`src/rtl/fomm_pkg.sv`:
```
package fomm_pkg;

  // Payload types
  typedef struct packed {
    logic signed [15:0] strafe_x;
    logic signed [15:0] forward_y;
    logic signed [15:0] rotate_cmd;
    logic signed [31:0] heading;
  } in_req_t;

  typedef struct packed {
    logic signed [15:0] left_front;
    logic signed [15:0] left_rear;
    logic signed [15:0] right_front;
    logic signed [15:0] right_rear;
  } out_res_t;

  // Default and limit of the rotation stage count
  localparam int CordicStagesDef = 16;
  localparam int TableLen        = 24;

  // Datapath widths
  localparam int CW     = 34;  // rotation x and y
  localparam int ZW     = 33;  // residual angle
  localparam int WW     = 20;  // wheel sums
  localparam int QB     = 20;  // quotient bits of the scaling divide
  localparam int DenW   = 35;  // divisor, magnitude of the largest wheel sum times 2^15
  localparam int RemW   = 55;  // partial remainder
  localparam int SqrtW  = 64;  // root extraction word
  localparam int SqrtN  = 32;  // root digits

  // Heading wrap constants: a full turn is 45 * 2^19 units
  localparam int HdgDiv       = 45;
  localparam int HdgOff       = 4140;      // 92 turns of the upper part
  localparam int RecipHi      = 11651;     // ceil(2^19 / 45)
  localparam int RecipHiShift = 19;
  localparam longint RecipW   = 47721859;  // ceil(2^31 / 45)

  localparam longint GainQ30 = 652032874;
  localparam int     OneQ15  = 32768;

  // Angle table in units of 2^-32 turn
  localparam logic [0:TableLen-1][31:0] AtanTurns = '{
    32'h20000000, 32'h12E4051E, 32'h09FB385B, 32'h051111D4, 32'h028B0D43, 32'h0145D7E1,
    32'h00A2F61E, 32'h00517C55, 32'h0028BE53, 32'h00145F2F, 32'h000A2F98, 32'h000517CC,
    32'h00028BE6, 32'h000145F3, 32'h0000A2FA, 32'h0000517D, 32'h000028BE, 32'h0000145F,
    32'h00000A30, 32'h00000518, 32'h0000028C, 32'h00000146, 32'h000000A3, 32'h00000051
  };

  // Fraction of the phase for each remainder of the divide by 45
  typedef logic [0:HdgDiv-1][12:0] frac_tbl_t;

  function automatic frac_tbl_t build_frac_tbl();
    frac_tbl_t t;
    for (int i = 0; i < HdgDiv; i++) begin
      t[i] = 13'((i * 8192) / HdgDiv);
    end
    return t;
  endfunction

  localparam frac_tbl_t FracTbl = build_frac_tbl();

  // Stage payloads
  typedef struct packed {
    logic signed [CW-1:0] x;
    logic signed [CW-1:0] y;
    logic signed [ZW-1:0] z;
    logic signed [15:0]   rot;
  } cordic_t;

  typedef struct packed {
    logic [SqrtW-1:0]      n;
    logic [SqrtW-1:0]      root;
    logic [3:0][WW-1:0]    wheel;
    logic [WW-1:0]         amax;
  } sqrt_t;

  typedef struct packed {
    logic [RemW-1:0]      rem;
    logic [DenW-1:0]      den;
    logic [QB-1:0]        quo;
    logic                 neg;
    logic                 scale;
    logic signed [WW-1:0] wheel;
  } div_t;

  // Clamp to the Q1.15 range
  function automatic logic signed [15:0] sat16(input logic signed [21:0] v);
    logic signed [15:0] r;
    if (v > 22'sd32767) begin
      r = 16'sh7FFF;
    end else if (v < -22'sd32768) begin
      r = 16'sh8000;
    end else begin
      r = v[15:0];
    end
    return r;
  endfunction

endpackage

```
`src/rtl/fomm_sqrt_cell.sv`:
```
module fomm_sqrt_cell #(
  parameter int BIT_POS = 62
) (
  input  logic            clk,
  input  logic            rst_n,
  input  logic            en,
  input  logic            vld_i,
  input  fomm_pkg::sqrt_t d_i,
  output logic            vld_o,
  output fomm_pkg::sqrt_t d_o
);
  import fomm_pkg::*;

  localparam logic [SqrtW-1:0] Bit = SqrtW'(1) << BIT_POS;

  logic             vld_r;
  sqrt_t            d_r;
  sqrt_t            d_nxt;
  logic [SqrtW-1:0] trial;

  // One digit of the bitwise square root.
  always_comb begin
    trial = d_i.root + Bit;
    d_nxt = d_i;
    if (d_i.n >= trial) begin
      d_nxt.n    = d_i.n - trial;
      d_nxt.root = (d_i.root >> 1) + Bit;
    end else begin
      d_nxt.root = d_i.root >> 1;
    end
  end

  always_ff @(posedge clk) begin
    if (!rst_n) begin
      vld_r <= 1'b0;
    end else if (en) begin
      vld_r <= vld_i;
    end
  end

  always_ff @(posedge clk) begin
    if (en) begin
      d_r <= d_nxt;
    end
  end

  assign vld_o = vld_r;
  assign d_o   = d_r;

endmodule

```
`config.mk`:
```
export PLATFORM = sky130hd
export DESIGN_NAME = fomm_sqrt_cell
export DESIGN_NICKNAME = d
export VERILOG_FILES = /design/src/rtl/fomm_pkg.sv /design/src/rtl/fomm_sqrt_cell.sv
export SDC_FILE = /design/constraint.sdc
export NUM_CORES = 1
export LEC_CHECK = 0
export BUFFER_PORTS_ARGS = -buffer_cell sky130_fd_sc_hd__buf_4
export CORE_AREA = 2 2 180 182
export CTS_BUF_LIST = sky130_fd_sc_hd__clkbuf_4 sky130_fd_sc_hd__clkbuf_8
export DETAILED_ROUTE_END_ITERATION = 8
export DIE_AREA = 0 0 182 184
export HOLD_SLACK_MARGIN = 0.08
export PLACE_DENSITY = 0.61
export RECOVER_POWER = 100
export SETUP_SLACK_MARGIN = 0.15
export SYNTH_ARGS = -nofsm -noshare
export SYNTH_HDL_FRONTEND = slang
export SYNTH_SLANG_ARGS = --single-unit
```
`constraint.sdc`:
```
create_clock -name clk -period 3.5 [get_ports clk]
set_input_delay 0 -clock clk [delete_from_list [all_inputs] [get_ports clk]]
set_output_delay 0 -clock clk [all_outputs]
set_load 0.005 [all_outputs]
```
# Word level (Yosys, flattened, before mapping)
# Index checks and enable logic that the tools add are counted.
# Widths: inputs -> output; s select.
# word_totals
ff_bits	229
inputBits	232
out_inout_bits	229
elab_cells	15
# op_classes
add_sub_neg	3
magnitude_cmp	1
mux	2
# op_table
cell	count
$add 63x63->64 const B	1
$add 64x63->64 const B	1
$ge 64x64->1	1
$mux 64	1
$sub 64x64->64	1
$mux 63	1

# Logic depth before layout (Yosys ltp)
# Gate-level depths: netlist of run 1.
# depth
depth_word	3
mapped_depth	15
mapped_depth_nobuf	13

# Worst setup path before layout of run 1
# No wires, ideal clock.
# synth_path
kind	input-to-reg
from	input port d_i[164] (netlist bit)
to	register d_r, in the netlist d_o[226], data pin
setup_ns	0.269
arrival_time_ns	2.310
t_required_ns	3.231
setup_slack_ns	0.922
path_stages	14
n_path_buf	1
cell_sequence	inv_1 ha_1 fa_1 nor2b_1 o21a_1 o211ai_2 a31o_2 nand2_2 a311oi_2 a31oi_4 nor2_4 buf_6 nor4bb_1 nor4_2
# synth_lines
element	line_no	source
start: declaration	fomm_sqrt_cell.sv:8	input fomm_pkg::sqrt_t d_i,
end signal: assignment	fomm_sqrt_cell.sv:43	d_r <= d_nxt;
end: declaration	fomm_sqrt_cell.sv:17	sqrt_t d_r;

==> flow_summary.yaml, run 1 <==
hold_path:
  worstHoldPathCells: 2
  min_from: "d_i[74]"
  min_path_type: "in2reg"
synth:
  synthArstFlopShare_pct: 0
  synth-seq-cells: 229
  synth_area_leaders: "edfxtp_1 58%, ha_1 6.8%, o21ai_0 3.7%, a21oi_1 3.7%, nand2_1 3.4%"
  syn-num-nets: 1312
  synth_sequential_area_ratio_pct: 58.4
  synthFlopType: "edfxtp_1"
  synthDistinctLibCells: 65
  syn_area_um2: 11800
  yosys_warnings: 0
  synth_edf_count: 228
  synth_top_area_share_pct: 58.2
  synth_largest_area_cell: "edfxtp_1"
  syn_area_per_cell_um2: 11.6
  synthCells: 1015
outcome:
  violations: "capacitance limit, slew limit"
  status: "finished with violations"
place:
  pre_cts_slack_ns: 0.254
  place_area_um2: 15700
  dp_hpwl_um: 31500
  io_buffers: 460
  gp_congestion: 0.837
global_route:
  grt_pass1_wl_um: 65100
  antenna_found_initial: 7
  grt_remaining_overflow: 0
  grt_max_degree: 89
  grt_pass1_vias: 11300
  track_usage_pct: 25.4
worst_setup_path:
  crit_fanout: 51
  arrival_ns: 3.48
  r2r_cells: 3
  startpoint: "d_i[102]"
  crit_path_start_kind: "input port"
  critical_path_class: "in2reg"
  cp-end-kind: "register"
  rr_startpoint: "vld_o"
  cp_data_required_time_ns: 3.78
timing:
  tightest_slew_ns: 2.36
  grt_setup_unrepaired: "false"
  slew_violations: 84
  hold_viol_final: 0
  fin_crit_ns: 3.20
  finalCritPeriodShare_pct: 91.5
  fin_tns_setup_ns: 0
  fin_ws_ns: 0.297
  setup_violations: 0
  fmax_mhz: 312
  max_slew_margin_pct: -57.5
  clock_skew_ns: 0
layout:
  nNetsFinal: 2018
  stdcell_area_um2: 18200
  drive_above_1_share_pct: 22.7
  synthToLayoutAreaGrowth_pct: 55.1
pwr:
  leakagePower_nw: 7.65
  vdd_drop_max_uv: 352
  power_mw: 7.90
  powerDensity_nw_per_um2: 433
floorplan:
  core_area_um2: 31400
  die_w_um: 182
  io_pins: 461
  start_util_pct: 37.5
  rows: 65
  die_y_um: 184
  die_area_um2: 33500
clock_tree:
  clkTransAtPathRegs_ns: 0.06
  cts-root-buf: "clkbuf_8"
  post-cts-setup-buffers: 0
  cts_buffer_depth: 3
  cts_buffers: 42
  cts_sinks: 229
  cts_tree: "done"
  cts_max_level: 2
  worstSkewPairLatency_ns: 0.55
drt:
  ant_nets: 0
  vias: 10800
  dr.pass1.iters: 5
  drc: 0
  vias_per_cell: 5.01
  drt-total-wl_um: 43500
  drt_iter0_markers: 570
  avgRoutedWirePerCell_um: 20.2
flow_run:
  cap_violations: 1
[cell usage after synthesis (all sizes together) (2+ instances only)]
master	n
a21boi	5
and4	4
mux2i	2
or4	2
o31a	2
o41ai	2
nand3	9
nor4bb	3
buf	17
a31o	2
o21a	9
a21oi	86
xnor2	33
o221ai	3
o211ai	7
nor4	4
o21ai	93
a21o	45
nand2	107
and3	3
nand4	24
a211oi	4
mux2	5
o2111ai	2
o21bai	21
or3	3
nor2	38
inv	80
nor2b	9
nand2b	4
o31ai	3
edfxtp	228
nor3b	2
a211o	3
nor3	15
a31oi	8
nand3b	2
and2	2
clkbuf	20
or2	3
xor2	25
ha	64
[where the power goes]
part | switching, mW | total [mW] | leakage (nW) | internal, mW
Clock | 1.17 | 2.59 | 0.422 | 1.42
Sequential | 0.0799 | 3.44 | 2.24 | 3.36
Combinational | 0.992 | 1.88 | 4.99 | 0.887
[final timing paths]
check	end	slack [ns]
worst min-delay path	d_o[74]	0.18
worst max register to register	vld_o	2.22
worst min register to register	vld_o	1.15
worst max-delay path	d_o[187]	0.30
[final cells by class]
cell class | instances | area, µm²
multi-input cells | 669 | 4450
inverters | 80 | 300
clock inverters | 20 | 185
well taps | 402 | 503
repair buffers | 699 | 5290
clock buffers | 49 | 631
flip-flops and latches | 229 | 6870
diodes | 6 | 15.0
fillers | 2748 | 13200
[cells by family (layout without fill, tap and decap cells)]
family | count (synthesis) | count (layout) | share of synthesized area (%)
DFF | 229 | 229 | 58.4
xor gates and xnor gates | 58 | 58 | 4.32
and+or+nand+nor | 236 | 236 | 9.63
muxes | 7 | 7 | 0.649
AOI/OAI and AO/OA | 303 | 303 | 16.0
buffers and inverters | 117 | 848 | 4.03
other | 0 | 6 | 0
adders and majority gates | 65 | 65 | 6.98
[worst max-delay path, cell delays in order]
cell and delay, ns:
dlygate4sd3_1 0.52, clkbuf_1 0.18, inv_1 0.08, ha_1 0.37
nor2b_1 0.16, o21a_1 0.20, o211ai_2 0.19, a31o_2 0.21
nand2_2 0.11, a311oi_4 0.44, a31oi_4 0.18, nor2_4 0.20
buf_12 0.24, buf_4 0.25, o21ai_0 0.12
[cell usage in the layout (no fill, tap or decap), types with 5 or more instances in the layout]
master and count:
clkbuf_4 249, dlygate4sd3_1 231, edfxtp_1 228, clkbuf_1 151
nand2_1 106, o21ai_0 89, a21oi_1 85, inv_1 80
buf_4 70, ha_1 64, a21o_1 45, clkbuf_8 42
nor2_1 37, xnor2_1 33, xor2_1 25, nand4_1 24
o21bai_1 21, nor3_1 15, nand3_1 9, o21a_1 9
nor2b_1 9, clkinv_1 9, diode_2 6, o211ai_1 6
a31oi_1 6, mux2_2 5
[repair_timing]
item / 4_1_cts / 5_1_grt
endpoints found under the setup margin: 0 / 14
hold endpoints to repair: 310 / 0
gates resized for setup: 0 / 3
hold buffers: 231 / 0
[metal layers]
metal	vias up	global-route usage [%]	share of wire (%)
li1	5170	-	-
met1	5088	29.8	40
met2	431	42.8	48
met3	97	7.13	7.1
met4	2	13.1	4.7
met5	-	0	0.030
[per-stage QoR]
stage               hold WS (ns)  instances  utilization, %
floorplan                 0.0989       1015               -
global placement           0.179       1848            49.9
detailed placement         0.179       1848            49.9
CTS                        0.132       2148            59.9
global route               0.156       2151            58.1
finish                     0.184       2154            58.1
[flip-flops by register name (all words and copies together) (netlist names)]
| signal | flops |
|---|---|
| d_o | 228 |
| vld_o | 1 |
(Power assumes the default switching activity.)
==> run 2: changes to the inputs <==
--- a/config.mk
+++ b/config.mk
@@ -5,13 +5,14 @@
 export SDC_FILE = /design/constraint.sdc
 export NUM_CORES = 1
 export LEC_CHECK = 0
-export BUFFER_PORTS_ARGS = -buffer_cell sky130_fd_sc_hd__buf_4
-export CORE_AREA = 2 2 180 182
+export ABC_AREA = 1
+export BUFFER_PORTS_ARGS = -buffer_cell sky130_fd_sc_hd__buf_2
+export CORE_MARGIN = 2
+export CORE_UTILIZATION = 40
 export CTS_BUF_LIST = sky130_fd_sc_hd__clkbuf_4 sky130_fd_sc_hd__clkbuf_8
 export DETAILED_ROUTE_END_ITERATION = 8
-export DIE_AREA = 0 0 182 184
 export HOLD_SLACK_MARGIN = 0.08
-export PLACE_DENSITY = 0.61
+export PLACE_DENSITY = 0.63
 export RECOVER_POWER = 100
 export SETUP_SLACK_MARGIN = 0.15
 export SYNTH_ARGS = -nofsm -noshare
==> run 2 against run 1 <==
Compared with the run above:
- the run still ends with capacitance limit, slew limit left
- synthesized area is 20% higher
- cell count is 41% higher
- critical path type unchanged
- sequential share of layout area is 2.8 points lower
- cell area is 8.0% higher
- combinational power is 11% higher
- via count is 30% higher
- sequential cell count stayed put
- clock power is 2% lower
- power is 2.2% higher
- die area is 9.7% higher
- utilization is 1.2 points lower
==> flow_summary.yaml, run 2 <==
timing:
  slew_violations: 72
  fin_tns_setup_ns: 0
  finalCritPeriodShare_pct: 85.5
  setup_violations: 0
  whs_ns: 0.114
  fmax_mhz: 334
  clock_skew_ns: 0
  grt_setup_unrepaired: "false"
  tightest_slew_ns: 1.87
  max_slew_margin_pct: -24.5
  hold_viol_final: 0
  fin_crit_ns: 2.99
synth:
  syn_area_per_cell_um2: 7.75
  synth_sequential_area_ratio_pct: 48.8
  synthFlopType: "edfxtp_1"
  synth_top_area_share_pct: 48.6
  synth_largest_area_cell: "edfxtp_1"
  synth.top_cells.by_count: "756 x nand2_1, 397 x inv_1, 228 x edfxtp_1"
  synthArstFlopShare_pct: 0
  yosysMostFrequentCell: "nand2_1"
  synth_edf_count: 228
  synthDistinctLibCells: 34
  syn_area_um2: 14100
  yosys_warnings: 0
  synth_area_leaders: "edfxtp_1 49%, nand2_1 20%, inv_1 11%, ha_1 5.7%, nor2_1 2.9%"
  synthCells: 1818
  synth-seq-cells: 229
  syn-num-nets: 2115
worst_setup_path:
  rr_startpoint: "vld_o"
  crit_path_start_kind: "input port"
  arrival_ns: 3.18
  cp-end-kind: "register"
  crit_fanout: 86
  startpoint: "en"
  critical_path_class: "in2reg"
  regToRegSetupSlack_ns: 2.22
  cp_data_required_time_ns: 3.69
floorplan:
  core_area_um2: 34600
  rows: 68
  start_util_pct: 40.7
  die_y_um: 192
  die_area_um2: 36700
  die_w_um: 192
  io_pins: 461
clock_tree:
  clkTransAtPathRegs_ns: 0.07
  cts_buffer_depth: 3
  cts-root-buf: "clkbuf_8"
  cts_tree: "done"
  cts_max_level: 2
  worstSkewPairLatency_ns: 0.59
  cts_buffers: 41
  cts_sinks: 229
  post-cts-setup-buffers: 0
global_route:
  antenna_found_initial: 0
  grt_pass1_wl_um: 81300
  track_usage_pct: 29.7
  grt_remaining_overflow: 0
  grt_pass1_vias: 13800
  grt_max_degree: 87
drt:
  vias: 14000
  drt-total-wl_um: 55400
  drc: 0
  dr.pass1.iters: 5
  vias_per_cell: 4.64
  avgRoutedWirePerCell_um: 18.3
  ant_nets: 0
  drt_iter0_markers: 919
place:
  dp_hpwl_um: 43600
  io_buffers: 460
  gp_congestion: 0.928
outcome:
  violations: "capacitance limit, slew limit"
  status: "finished with violations"
hold_path:
  min_path_type: "in2reg"
  min_from: "d_i[114]"
flow_run:
  cap_violations: 1
layout:
  largest_register_ffs: 228
  antenna_cells: 0
  fillCellCount: 3354
  synthToLayoutAreaGrowth_pct: 39.8
  nNetsFinal: 2842
  final_common_cell: "nand2_1"
  mostFrequentLayoutCells: "756 x nand2_1, 397 x inv_1, 238 x clkbuf_1, 233 x dlygate4sd3_1, 228 x edfxtp_1"
  drive_above_1_share_pct: 13.4
pwr:
  vdd_drop_max_uv: 373
  p_switching_mw: 2.56
  power_frac_seq_pct: 42.7
  powerDensity_nw_per_um2: 410
  pwr-share-clk_pct: 31.4
  leakagePower_nw: 10.1
  swShare_pct: 31.7
  power_frac_comb_pct: 25.9
  power_mw: 8.07
  internal-power_mw: 5.51
## run 2: cell types whose count changed after synthesis, sizes merged, moves of 9 or more
cell	delta
nand2	+664
inv	+328
o21ai	-84
nand3	+82
nor2	+81
a21o	-45
a21oi	-42
xnor2	-31
o21bai	-21
clkbuf	-20
nor2b	-9
o21a	-9
## run 2: timing repair
item / 4_1_cts / 5_1_grt
hold buffers: 233 / 0
endpoints found under the setup margin: 0 / 0
endpoints found under the hold margin: 296 / 0
resized for setup: 0 / 0
## run 2: per-layer routing
metal | track usage [%] | vias up | part of all wire [%]
li1 | - | 7043 | -
met1 | 40.1 | 6449 | 45
met2 | 48.9 | 479 | 46
met3 | 5.06 | 75 | 6.0
met4 | 8.85 | 0 | 2.9
met5 | 0 | - | 0
## run 2: critical path, cell delays in order
cell	delay, ns
dlygate4sd3_1	0.53
clkbuf_2	1.30
clkbuf_4	1.21
## run 2: cell type report
| type | count | area (µm²) | share of cell area, % |
|---|---|---|---|
| Sequential cell | 229 | 6870 | 34.9 |
| Multi-Input combinational cell | 1167 | 5560 | 28.2 |
| Timing Repair Buffer | 697 | 4360 | 22.2 |
| Inverter | 409 | 1540 | 7.81 |
| Clock buffer | 64 | 756 | 3.84 |
| Tap cell | 455 | 569 | 2.89 |
| Clock inverter | 8 | 46.3 | 0.235 |
## run 2: power groups by stage
stage | sequential [mW] | clock [mW] | combinational [mW]
3_3_place_gp | 3.48 | 0 | 1.92
4_1_cts | 3.44 | 2.57 | 2.16
3_5_place_dp | 3.49 | 0 | 1.94
6_report | 3.45 | 2.53 | 2.09
5_1_grt | 3.47 | 2.69 | 2.31
2_1_floorplan | 3.53 | 0 | 0.993
## run 2: final timing paths
kind | cells after the start | endpoint
worst max-delay path | 3 | d_o[199]
worst min register to register | 3 | vld_o
worst max register to register | 3 | vld_o
worst min-delay path | 2 | d_o[113]
## run 2: logic make-up (layout without fill, tap and decap cells)
logic type,after synthesis,in the layout,share of synthesized area [%]
buffers and inverters,422,1178,11.8
AO/OA/AOI/OAI,53,53,1.94
AND/OR/NAND/NOR,1017,1017,29.7
XOR/XNOR,32,32,1.99
flip-flops,229,229,48.8
adder cells (fa/ha/maj),65,65,5.83
## run 2: stage by stage
step	utilization [%]	area, µm²	instances	worst slack (ns)
global placement	48.8	16900	2724	0.781
finish	56.9	19700	3029	0.508
CTS	57.9	20000	3029	0.811
detailed placement	48.8	16900	2724	0.763
global route	56.9	19700	3029	0.395
floorplan	-	14100	1818	1.56
==> run 3: changes to the inputs <==
--- a/config.mk
+++ b/config.mk
@@ -7,6 +7,7 @@
 export LEC_CHECK = 0
 export ABC_AREA = 1
 export BUFFER_PORTS_ARGS = -buffer_cell sky130_fd_sc_hd__buf_2
+export CORE_ASPECT_RATIO = 1.5
 export CORE_MARGIN = 2
 export CORE_UTILIZATION = 40
 export CTS_BUF_LIST = sky130_fd_sc_hd__clkbuf_4 sky130_fd_sc_hd__clkbuf_8
==> run 3 against run 2 <==
Compared with the run above:
- the flow still finishes with violations (capacitance limit, slew limit)
- setup slack worse by 0.0027 ns
- cell area rose by 0.12%
- critical path depth increased by 13
- cell count up 0.50%
- sequential cell count unchanged
- routed wire length is 11% higher
- combinational power barely moved
- first-iteration DRC count down 14%
- register-to-register slack gained 0.04 ns
- via count is 1.4% higher
- utilization down 0.36 points
- largest cell class unchanged
==> flow_summary.yaml, run 3 (synthesis results as in run 2) <==
outcome:
  status: "finished with violations"
  violations: "capacitance limit, slew limit"
global_route:
  antenna_found_initial: 3
  track_usage_pct: 32.2
  grt_pass1_wl_um: 85300
  grt_pass1_vias: 14400
  grt_max_degree: 99
  grt_remaining_overflow: 0
drt:
  ant_nets: 0
  vias: 14200
  drt_iter0_markers: 788
  dr.pass1.iters: 5
  drc: 0
  drt-total-wl_um: 61300
  vias_per_cell: 4.68
  avgRoutedWirePerCell_um: 20.1
floorplan:
  die_y_um: 234
  core_area_um2: 34900
  start_util_pct: 40.4
  die_w_um: 157
  rows: 84
  die_area_um2: 36800
  io_pins: 461
timing:
  slew_violations: 48
  tightest_slew_ns: 2.11
  clock_skew_ns: 0
  fin_tns_setup_ns: 0
  finalCritPeriodShare_pct: 85.6
  fin_crit_ns: 2.99
  setup_violations: 0
  fin_ws_ns: 0.505
  max_slew_margin_pct: -40.8
  grt_setup_unrepaired: "false"
  fmax_mhz: 334
  whs_ns: 0.0852
  hold_viol_final: 0
worst_setup_path:
  crit_top_cell: "nand2_1"
  cp-end-kind: "register"
  crit_chain: "dlygate4sd3_1, clkbuf_1, inv_1, ha_1, nand2_2, nor2_2, nand2_1, nor2_2, nand4_1, nand3_1, nand2_4, nand2_8, clkinvlp_2, buf_12, nand2_1, nand2_1"
  critical_path_class: "in2reg"
  crit_path_start_kind: "input port"
  critPathSlowestCell: "dlygate4sd3_1"
  rr_startpoint: "vld_o"
  arrival_ns: 3.30
  r2r-end: "vld_o"
  slowest_delay_ns: 0.54
  crit_fanout: 64
  regToRegSetupSlack_ns: 2.26
  cp_data_required_time_ns: 3.81
  r2r_cells: 3
place:
  pre_cts_slack_ns: 0.731
  io_buffers: 460
  placedCellCount: 2747
  gp_congestion: 1.02
  dp_hpwl_um: 48200
pwr:
  internal-power_mw: 5.52
  powerDensity_nw_per_um2: 411
  power_frac_comb_pct: 26.1
  power_frac_seq_pct: 42.8
  leakagePower_nw: 10.0
  swShare_pct: 31.9
  p_switching_mw: 2.59
  vdd_drop_max_uv: 334
  pwr-share-clk_pct: 31.1
hold_path:
  worstHoldPathCells: 5
  min_from: "d_i[100]"
  min_path_type: "in2reg"
  hold_end: "d_o[164]"
clock_tree:
  cts_max_level: 2
  post-cts-setup-buffers: 0
  cts_sinks: 229
  cts-root-buf: "clkbuf_8"
  cts_resized: 0
  cts_tree: "done"
  clkTransAtPathRegs_ns: 0.06
  worstSkewPairLatency_ns: 0.57
  cts_buffers: 37
  cts_buffer_depth: 3
layout:
  final_common_cell: "nand2_1"
  stdcell_count: 3044
  fillCellCount: 3428
  drive_above_1_share_pct: 12.7
  mostFrequentLayoutCells: "756 x nand2_1, 397 x inv_1, 248 x clkbuf_1, 230 x dlygate4sd3_1, 228 x edfxtp_1"
  synthToLayoutAreaGrowth_pct: 40.0
  nNetsFinal: 2840
  fin_util_pct: 56.5
  largest_register_ffs: 228
flow_run:
  cap_violations: 1
run 3: cell types whose count changed in the layout (fill, tap and decap cells not counted), sizes merged:
cell / delta
dlygate4sd3: -3
diode: +4
bufinv: +4
clkbuf: -9
clkinvlp: +3
buf: -5
clkinv: +4
dlymetal6s2s: +1
inv: -2
run 3: power groups by stage:
| stage | sequential (mW) | clock [mW] | combinational [mW] |
|---|---|---|---|
| after floorplan | 3.53 | 0 | 0.993 |
| after global placement | 3.51 | 0 | 1.95 |
| after detailed placement | 3.51 | 0 | 1.96 |
| after CTS | 3.46 | 2.53 | 2.18 |
| after global routing | 3.49 | 2.66 | 2.32 |
| final | 3.47 | 2.52 | 2.12 |
run 3: area by class of cell:
class                      instances  area [µm²]  area share (%)
timing repair buffer             699        4400            22.3
multi-input combinational       1167        5550            28.2
inverter                         409        1540            7.79
tap                              473         592            3.00
sequential                       229        6870            34.8
clock inverter                    17         186           0.945
clock buffer                      46         577            2.93
antenna                            4        10.0          0.0508
run 3: layer usage:
| metal | global-route usage [%] | vias up | wire length [µm] |
|---|---|---|---|
| met4 | 19.2 | 0 | 4020 |
| li1 | - | 7043 | - |
| met3 | 4.07 | 135 | 3390 |
| met1 | 31.6 | 6505 | 20500 |
| met2 | 63.2 | 559 | 33400 |
| met5 | 0 | - | 0 |
run 3: worst max path at each step:
stage / from / end / slack [ns]
2_1_floorplan: d_i[164] / d_o[178] / 1.56
3_3_place_gp: d_i[100] / d_o[165] / 0.75
3_5_place_dp: d_i[100] / d_o[165] / 0.73
4_1_cts: d_i[164] / d_o[165] / 0.78
5_1_grt: d_i[115] / d_o[180] / 0.32
6_report: d_i[131] / d_o[180] / 0.51
run 3: worst max-delay path: cells and delay by family:
family / cells / cell delay (ns)
buffers and inverters: 5 / 1.29
and+or+nand+nor: 10 / 1.55
adders and majority gates: 1 / 0.37
run 3: metrics by stage:
stage                     cell area [µm²]  total power [mW]
after detailed placement            17000              5.47
after global placement              17000              5.45
final                               19700              8.11
after CTS                           20000              8.17
after floorplan                     14100              4.52
after global routing                19700              8.47
run 3: what timing repair did:
item	in CTS	in global routing
hold endpoints to repair	323	0
hold buffers	230	0
endpoints found under the setup margin	0	0
